<file path="src/design/prq_pkg.sv">
// Package for the priority ready queue: sizes, operation and status codes,
// and the command/status structs between controller and datapath.
// No dependencies.
`timescale 1ns / 1ps

package prq_pkg;

    localparam int QUEUE_DEPTH = 16;
    localparam int PID_W       = 4;
    localparam int PRIO_W      = 8;
    localparam int STATUS_W    = 2;
    localparam int COUNT_W     = 5;
    localparam int IDX_W       = $clog2(QUEUE_DEPTH);

    // operation codes carried on s_tuser
    localparam logic CMD_ENQ = 1'b0;
    localparam logic CMD_DEQ = 1'b1;

    // result status codes
    localparam logic [STATUS_W-1:0] STAT_OK        = 2'd0;
    localparam logic [STATUS_W-1:0] STAT_DEQ_EMPTY = 2'd1;
    localparam logic [STATUS_W-1:0] STAT_ENQ_FULL  = 2'd2;

    typedef struct packed {
        logic                load;     // capture a result this cycle
        logic                do_enq;   // insert the new id
        logic                do_deq;   // remove the head
        logic [STATUS_W-1:0] status;   // status code for the result
    } prq_cmd_t;

    typedef struct packed {
        logic               empty;
        logic               full;
        logic [COUNT_W-1:0] count;
    } prq_stat_t;

endpackage

</file>
<file path="src/design/prq_ctrl.sv">
// Controller for the priority ready queue: output register occupancy and
// per-transfer decode of the operation. Depends on prq_pkg.
`timescale 1ns / 1ps

module prq_ctrl
    import prq_pkg::*;
(
    input  logic      aclk,
    input  logic      aresetn,
    input  logic      s_tvalid,
    output logic      s_tready,
    input  logic      op,
    output logic      m_tvalid,
    input  logic      m_tready,
    input  prq_stat_t stat,
    output prq_cmd_t  cmd
);

    localparam logic ST_EMPTY = 1'b0;
    localparam logic ST_HOLD  = 1'b1;

    logic state_reg;
    logic state_next;
    logic accept;

    assign s_tready = (state_reg == ST_EMPTY) || m_tready;
    assign m_tvalid = (state_reg == ST_HOLD);
    assign accept   = s_tvalid && s_tready;

    always_comb begin
        cmd        = '0;
        cmd.load   = accept;
        cmd.status = STAT_OK;
        if (accept) begin
            case (op)
                CMD_ENQ: begin
                    if (stat.full) begin
                        cmd.status = STAT_ENQ_FULL;
                    end else begin
                        cmd.do_enq = 1'b1;
                    end
                end
                CMD_DEQ: begin
                    if (stat.empty) begin
                        cmd.status = STAT_DEQ_EMPTY;
                    end else begin
                        cmd.do_deq = 1'b1;
                    end
                end
                default: cmd.status = STAT_OK;
            endcase
        end
    end

    always_comb begin
        state_next = state_reg;
        case (state_reg)
            ST_EMPTY: if (accept) state_next = ST_HOLD;
            ST_HOLD:  if (m_tready && !accept) state_next = ST_EMPTY;
            default:  state_next = ST_EMPTY;
        endcase
    end

    always_ff @(posedge aclk) begin
        if (!aresetn) begin
            state_reg <= ST_EMPTY;
        end else begin
            state_reg <= state_next;
        end
    end

endmodule

</file>
<file path="src/design/prq_datapath.sv">
// Datapath for the priority ready queue: sorted shift-register slots,
// entry count and the result register. Depends on prq_pkg.
`timescale 1ns / 1ps

module prq_datapath
    import prq_pkg::*;
(
    input  logic                aclk,
    input  logic                aresetn,
    input  prq_cmd_t            cmd,
    input  logic [PID_W-1:0]    new_pid,
    input  logic [PRIO_W-1:0]   new_priority,
    output prq_stat_t           stat,
    output logic [PID_W-1:0]    out_pid,
    output logic                out_valid,
    output logic [STATUS_W-1:0] status,
    output logic [COUNT_W-1:0]  fill_count
);

    logic [PID_W-1:0]    pid_reg   [QUEUE_DEPTH];
    logic [PRIO_W-1:0]   prio_reg  [QUEUE_DEPTH];
    logic [PID_W-1:0]    pid_next  [QUEUE_DEPTH];
    logic [PRIO_W-1:0]   prio_next [QUEUE_DEPTH];
    logic [COUNT_W-1:0]  count_reg;
    logic [COUNT_W-1:0]  count_next;
    logic [QUEUE_DEPTH-1:0] stay;

    logic [PID_W-1:0]    out_pid_reg;
    logic                out_valid_reg;
    logic [STATUS_W-1:0] status_reg;
    logic [COUNT_W-1:0]  fill_reg;

    assign stat.count = count_reg;
    assign stat.empty = (count_reg == '0);
    assign stat.full  = (count_reg == COUNT_W'(QUEUE_DEPTH));

    // Slots at or above the new priority keep their place; the list is sorted
    // so this is a prefix and the insert point is its first zero.
    always_comb begin
        for (int i = 0; i < QUEUE_DEPTH; i++) begin
            stay[i] = (COUNT_W'(i) < count_reg) && (prio_reg[i] >= new_priority);
        end
    end

    always_comb begin
        for (int i = 0; i < QUEUE_DEPTH; i++) begin
            pid_next[i]  = pid_reg[i];
            prio_next[i] = prio_reg[i];
            if (cmd.do_enq && !stay[i]) begin
                if (i == 0 || stay[(i == 0) ? 0 : i - 1]) begin
                    pid_next[i]  = new_pid;
                    prio_next[i] = new_priority;
                end else begin
                    pid_next[i]  = pid_reg[(i == 0) ? 0 : i - 1];
                    prio_next[i] = prio_reg[(i == 0) ? 0 : i - 1];
                end
            end else if (cmd.do_deq && i < QUEUE_DEPTH - 1) begin
                pid_next[i]  = pid_reg[(i < QUEUE_DEPTH - 1) ? i + 1 : i];
                prio_next[i] = prio_reg[(i < QUEUE_DEPTH - 1) ? i + 1 : i];
            end
        end
    end

    always_comb begin
        count_next = count_reg;
        if (cmd.do_enq) begin
            count_next = count_reg + COUNT_W'(1);
        end else if (cmd.do_deq) begin
            count_next = count_reg - COUNT_W'(1);
        end
    end

    always_ff @(posedge aclk) begin
        for (int i = 0; i < QUEUE_DEPTH; i++) begin
            pid_reg[i]  <= pid_next[i];
            prio_reg[i] <= prio_next[i];
        end
        if (cmd.load) begin
            out_pid_reg   <= cmd.do_deq ? pid_reg[0] : '0;
            out_valid_reg <= cmd.do_deq;
            status_reg    <= cmd.status;
            fill_reg      <= count_next;
        end
    end

    always_ff @(posedge aclk) begin
        if (!aresetn) begin
            count_reg <= '0;
        end else begin
            count_reg <= count_next;
        end
    end

    assign out_pid    = out_pid_reg;
    assign out_valid  = out_valid_reg;
    assign status     = status_reg;
    assign fill_count = fill_reg;

endmodule

</file>
<file path="src/design/priority_ready_queue.sv">
// Top level of the priority ready queue: controller plus datapath.
// Depends on prq_pkg, prq_ctrl and prq_datapath.
//
//   channel   direction  tdata (low bit up)               tuser
//   s_        in         new_pid[3:0], new_priority[11:4]  cmd
//   m_        out        out_pid[3:0], fill_count[8:4]     out_valid[0], status[2:1]
//
// On each transfer all slots compare against the new priority
// in parallel and shift in the same edge, and the result lands in one output
// register. A new transfer is taken while that register is empty or being
// drained, so the block sustains one item per cycle. When m_tready is low while
// a result is held, the result holds and s_tready drops. Reset empties the queue at once; slot
// contents are left as they are.
`timescale 1ns / 1ps

module priority_ready_queue
    import prq_pkg::*;
(
    input  logic        aclk,
    input  logic        aresetn,
    input  logic        s_tvalid,
    output logic        s_tready,
    input  logic [15:0] s_tdata,   // new_pid[3:0], new_priority[11:4], zero pad
    input  logic        s_tuser,   // cmd
    output logic        m_tvalid,
    input  logic        m_tready,
    output logic [15:0] m_tdata,   // out_pid[3:0], fill_count[8:4], zero pad
    output logic [2:0]  m_tuser    // out_valid[0], status[2:1]
);

    prq_cmd_t            cmd;
    prq_stat_t           stat;
    logic [PID_W-1:0]    out_pid;
    logic                out_valid;
    logic [STATUS_W-1:0] status;
    logic [COUNT_W-1:0]  fill_count;

    prq_ctrl u_ctrl (
        .aclk     (aclk),
        .aresetn  (aresetn),
        .s_tvalid (s_tvalid),
        .s_tready (s_tready),
        .op       (s_tuser),
        .m_tvalid (m_tvalid),
        .m_tready (m_tready),
        .stat     (stat),
        .cmd      (cmd)
    );

    prq_datapath u_dp (
        .aclk         (aclk),
        .aresetn      (aresetn),
        .cmd          (cmd),
        .new_pid      (s_tdata[3:0]),
        .new_priority (s_tdata[11:4]),
        .stat         (stat),
        .out_pid      (out_pid),
        .out_valid    (out_valid),
        .status       (status),
        .fill_count   (fill_count)
    );

    assign m_tdata = {7'd0, fill_count, out_pid};
    assign m_tuser = {status, out_valid};

`ifndef NO_ASSERTIONS
    a_count_bound: assert property (@(posedge aclk) disable iff (!aresetn)
        stat.count <= COUNT_W'(QUEUE_DEPTH))
        else $error("entry count beyond queue depth");

    a_count_hold: assert property (@(posedge aclk) disable iff (!aresetn)
        !(s_tvalid && s_tready) |=> $stable(stat.count))
        else $error("entry count changed without a transfer");

    a_deq_empty: assert property (@(posedge aclk) disable iff (!aresetn)
        (s_tvalid && s_tready && s_tuser == CMD_DEQ && stat.empty)
        |=> (m_tuser[2:1] == STAT_DEQ_EMPTY && !m_tuser[0]))
        else $error("dequeue from empty queue not flagged");

    a_valid_ok: assert property (@(posedge aclk) disable iff (!aresetn)
        (m_tvalid && m_tuser[0]) |-> (m_tuser[2:1] == STAT_OK))
        else $error("removed id reported with error status");
`endif

endmodule

</file>
<file path="config.mk">
export PLATFORM = sky130hd
export DESIGN_NAME = priority_ready_queue
export DESIGN_NICKNAME = d
export VERILOG_FILES = /design/src/design/prq_pkg.sv /design/src/design/prq_ctrl.sv /design/src/design/prq_datapath.sv /design/src/design/priority_ready_queue.sv
export SDC_FILE = /design/constraint.sdc
export NUM_CORES = 1
export LEC_CHECK = 0
export ABC_AREA = 0
export ABC_CLOCK_PERIOD_IN_PS = 3900
export BUFFER_PORTS_ARGS = -buffer_cell sky130_fd_sc_hd__buf_2
export CAP_MARGIN = 25
export CELL_PAD_IN_SITES_DETAIL_PLACEMENT = 1
export CELL_PAD_IN_SITES_GLOBAL_PLACEMENT = 2
export CORE_ASPECT_RATIO = 1.2
export CORE_MARGIN = 2
export CORE_UTILIZATION = 42
export DETAILED_ROUTE_END_ITERATION = 6
export PLACE_DENSITY = 0.91
export SYNTH_ARGS = -nofsm -noshare
export SYNTH_HDL_FRONTEND = slang
export SYNTH_SLANG_ARGS = --single-unit
export TNS_END_PERCENT = 30
</file>
<file path="constraint.sdc">
create_clock -name aclk -period 3.9 [get_ports aclk]
set_input_delay 0 -clock aclk [delete_from_list [all_inputs] [get_ports aclk]]
set_output_delay 0 -clock aclk [all_outputs]
set_load 0.01 [all_outputs]
</file>
; ---- Yosys cells after proc, flatten, opt, wreduce, memory -nomap -nowiden
; Memories as Yosys holds them, arrays and structs flattened.
; Index checks and enable logic that the tools add are counted.
[totals]
ff_bits = 18
latch_bits = 0
mem_bits_rw = 192
mem_bits_ro = 0
in_bits = 21
out_inout_bits = 21
elab_cells = 203
mem_count = 2
[op_classes]
addsub = 2
n_mul = 0
n_div = 0
order_cmp = 32
n_eq_ne = 1
shifts = 0
muxes = 105
bitwise_logic = 2
reduce_logical = 53
[mem_list]
columns = name, words, word_bits, read_ports, rd_clocked_by_memory_dff, wr, line
row1 = u_dp.prio_reg, 16, 8, 16, 0, 16, prq_datapath.sv:21  ; logic [PRIO_W-1:0] prio_reg [QUEUE_DEPTH];
row2 = u_dp.pid_reg, 16, 4, 16, 0, 16, prq_datapath.sv:20  ; logic [PID_W-1:0] pid_reg [QUEUE_DEPTH];
[ops]
columns = operator, n
row1 = 8-bit two-way mux, 46
row2 = 4-bit two-way mux, 47
row3 = 8-bit greater-or-equal comparator, 16
row4 = 4-bit by 5-bit less-than comparator with 1-bit output (first input constant), 8
row5 = 1-bit logical AND, 34
row6 = 3-bit by 5-bit less-than comparator with 1-bit output (first input constant), 4
row7 = 1-bit zero test, 17
row8 = 1-bit by 5-bit less-than comparator with 1-bit output (first input constant), 2
row9 = 2-bit by 5-bit less-than comparator with 1-bit output (first input constant), 2
row10 = 5-bit two-way mux, 2
row11 = 1-bit two-way mux, 7
row12 = 5-bit by 1-bit adder with 5-bit output (second input constant), 1
row13 = 5-bit equality test (second input constant), 1
row14 = 5-bit zero test, 1
row15 = 5-bit by 1-bit subtractor with 5-bit output (second input constant), 1
row16 = 2-bit one-hot mux with 2 select lines, 1
row17 = 2-bit two-way mux, 1
row18 = 1-bit NOT, 2
row19 = 1-bit one-hot mux with 2 select lines, 1
row20 = 1-bit logical OR, 1

; ---- Longest topological paths before layout
[logic_depth]
word_depth = 7
depth_mapped = 11
depth_no_buf = 9

; ---- Modules after synthesis
; A second synthesis with hierarchy kept.
[unflattened]
hier_cells = 1255
area_unflattened_um2 = 13723.2
[by_module_without_submodules]
columns = module, n_inst, cells_each, area_per_inst_um2, seq_area_each_um2
row1 = prq_datapath, 1, 1235, 13534.2, 6226.0
row2 = prq_ctrl, 1, 11, 125.1, 20.0
row3 = priority_ready_queue, 1, 9, 63.8, 0.0

; ---- Worst setup path after synthesis
; Ideal clock, no wire load.
[synth_path]
path_type = input port to flip-flop
start = input port s_tdata[5]
end = memory u_dp.pid_reg[7][0] (enable)
setup_time_ns = 0.398
arrival_ns = 2.566
t_required_ns = 3.502
path_slack_ns = 0.937
cell_stages = 7
path_buffers = 2
cell_sequence = clkbuf_1 inv_1 ha_1 a2111oi_0 o21bai_2 buf_6 o21ai_0
[synth_rtl]
columns = item, line
row1 = start: declaration, priority_ready_queue.sv:23  ; input logic [15:0] s_tdata,
row2 = end: declaration, prq_datapath.sv:20

==> impl_metrics.ini <==
[synth]
syn_area_sq_um = 15100
synthAdderAreaFrac_pct = 10.9
yosys.area_share.simple_pct = 11.1
synth_cell_types = 71
avgSynthCellArea_sq_um = 9.96
synthXorXnorAreaFrac_pct = 0.232
synth_top_family_by_area = compound AO/OA/AOI/OAI gates
syn_inst = 1519
synth_compound_area_share_pct = 27.3
muxShareOfSynthArea_pct = 3.58
synth_edf_count = 204
synth.ff_latch_count = 210
async_reset_ff_share_pct = 0
yosys_warnings = 0
ys.flop_type = edfxtp_1
yosysSeqAreaShare_pct = 41.3

[power_and_ir_drop]
leakage_uw = 0.00624
comb_power_share_pct = 33.8
ir_worst_vdd_v = 0.000301
seqPwrFrac_pct = 39.8
powerDensity_nw_per_um2 = 510
switching_share_pct = 36.3
internal_power_uw = 5420
clkPwrFrac_pct = 26.4
p_sw_uw = 3090

[status]
outcome = finished, final reports clean

[finish]
final_common_cell = edfxtp_1
layout.nets = 1683
fill_cells = 4008
drive_above_1_share_pct = 12.8
syn2layout_area_growth_pct = 10.3
num_antenna_cells = 0
final_cell_mix = edfxtp_1 (204), nor2_1 (159), a21oi_1 (144)
largest_reg_flops = 128

[critical_path]
r2r_slack_ns = 0.55
worst-path-max-fanout = 14
critPathRequiredTime_ns = 4.19
r2r-end = u_dp.pid_reg[0][3]
worst-setup-path-type = register to register
cp.arrival_ns = 3.64
rr_worst_depth = 7
crit_path_end_kind = register
r2r_start = u_dp.count_reg[4]
critPathLaunchType = register

[clock_network]
clock-sinks = 210
ctsResizeCount = 0
cts_max_path_buffers = 3
post_cts_buffers = 0
cts_tree = done
cts_hold_buf = 4
cts-root-buf = clkbuf_16
cts_buffers = 25
cts.htree.levels = 1
clk_latency_ns = 0.55
clk_pin_slew_worst_paths_ns = 0.06

[job]
drv_cap = 0

[routing]
wl_per_cell_um = 26.1
first_pass_iters = 6
drc_errors = 0
antenna_left = 0
viasPerCell = 6.66
drt_iter0_markers = 1043
vias = 13400
wl_um = 52600

[floorplan]
start_util_pct = 42.4
fp.dieW_um = 177
fp.dieArea_sq_um = 37600
core_sq_um = 35700
dieHeight_um = 212
rows = 76
ios = 42

[worst_hold_path]
whs_path_depth = 3
hold_path_class = input port to register
holdPathEnd = u_dp.prio_reg[1][58]
hp-start = s_tdata[6]

[timing]
hold_violations = 0
tightestPinTransition_ns = 1.12
tns_ns = 0
slew_viol_final = 0
rsz0062_at_grt = false
whs_ns = 0.0543
min_period_over_period_pct = 85.8
relSlewSlack_pct = 25.0
finalSetupViolCount = 0
finClkSkew_ns = 0.0134
clock.fmax_mhz = 299
min_period_ns = 3.35

[global_route]
grt_pass1_wl_um = 80300
antenna_found_initial = 0
grt_max_degree = 34
grt_usage_pct = 27.8
grt_overflow = 0
first_global_vias = 14000

[placement]
portBuffers = 30
gp_congestion = 0.851
dp_hpwl_um = 37300
==> metrics by stage <==
stage / worst slack, ns / utilization [%] / total power (uW) / instance area (sq um) / std cells
finish: 0.555 / 46.8 / 8510 / 16700 / 2017
global route: 0.359 / 46.8 / 8930 / 16700 / 2017
global placement: 0.655 / 44.5 / 6050 / 15900 / 1962
CTS: 0.475 / 46.7 / 8480 / 16600 / 2012
floorplan: 0.937 / - / 5290 / 15100 / 1525
detailed placement: 0.503 / 44.5 / 6230 / 15900 / 1962
==> logic make-up after synthesis <==
family / after synthesis
flops: 210
fa+ha+maj: 132
other cells: 1
compound gates: 577
simple gates: 353
mux: 51
xor+xnor: 4
buf+inv: 191
==> worst max path at each step <==
stage	startpoint	to	slack [ns]	depth (start not counted)
2_1_floorplan	s_tdata[5]	u_dp.pid_reg[7][0]	0.94	7
3_3_place_gp	u_dp.count_reg[4]	u_dp.pid_reg[0][1]	0.66	7
3_5_place_dp	u_dp.count_reg[1]	u_dp.pid_reg[4][1]	0.50	5
4_1_cts	u_dp.count_reg[1]	u_dp.pid_reg[4][0]	0.47	5
5_1_grt	u_dp.count_reg[4]	u_dp.prio_reg[0][4]	0.36	7
6_report	u_dp.count_reg[4]	u_dp.pid_reg[0][3]	0.55	7
==> synthesized netlist by cell type, types with 5 or more instances <==
master	instances	area share, %
nor2_1	159	3.9
o211ai_1	17	0.84
nand2b_1	21	0.87
a21o_1	6	0.30
a2111oi_0	9	0.52
edfxtp_1	204	40
or3_1	7	0.29
mux2i_1	26	1.7
nor3_1	23	0.76
a22oi_1	64	3.2
o31ai_1	11	0.55
clkbuf_1	90	2.2
buf_2	28	0.93
and2_1	12	0.50
a32o_1	12	0.79
a211o_1	5	0.29
nand4_1	15	0.62
a31oi_1	26	1.1
or2_2	7	0.29
a22o_1	70	4.1
inv_1	53	1.3
a211oi_1	15	0.74
ha_1	132	11
o21ai_1	8	0.26
a221oi_1	103	6.0
o21a_1	15	0.74
buf_4	15	0.74
nand2_1	73	1.8
o21ai_0	47	1.6
nand3_1	5	0.17
dfxtp_1	6	0.79
mux2_2	25	1.9
a21oi_1	144	4.8
==> routing by layer <==
metal	part of all wire, %	track usage [%]	wire, um
met2	51	49.9	26700
met5	0	0	0
met1	38	32.3	20200
met3	5.3	3.13	2790
met4	5.5	14.9	2900
==> worst max-delay path, cell delays in order (launching register included) <==
cell and delay [ns]:
dfxtp_1 0.45, or3_1 0.51, nor2_1 0.79, or4_1 0.49, nand2_1 0.12, nor2_1 0.13, buf_4 0.24, mux2_2 0.37
==> power groups by stage <==
stage          clock, uW  combinational, uW  sequential (uW)
3_5_place_dp           0               2800             3430
5_1_grt             2350               3160             3420
4_1_cts             2270               2830             3380
6_report            2250               2870             3390
3_3_place_gp           0               2640             3410
2_1_floorplan          0               2050             3240
==> final cells by class <==
class                           count  area [sq um]  area share (%)
Timing Repair Buffer              116           811            4.86
Multi-Input combinational cell   1124          8090            48.5
Clock buffer                       43           733            4.39
Sequential cell                   210          6250            37.4
Clock inverter                      3          18.8           0.112
Inverter                           53           199            1.19
Tap cell                          468           586            3.51
No activity file was read; power rests on OpenSTA's default activity.
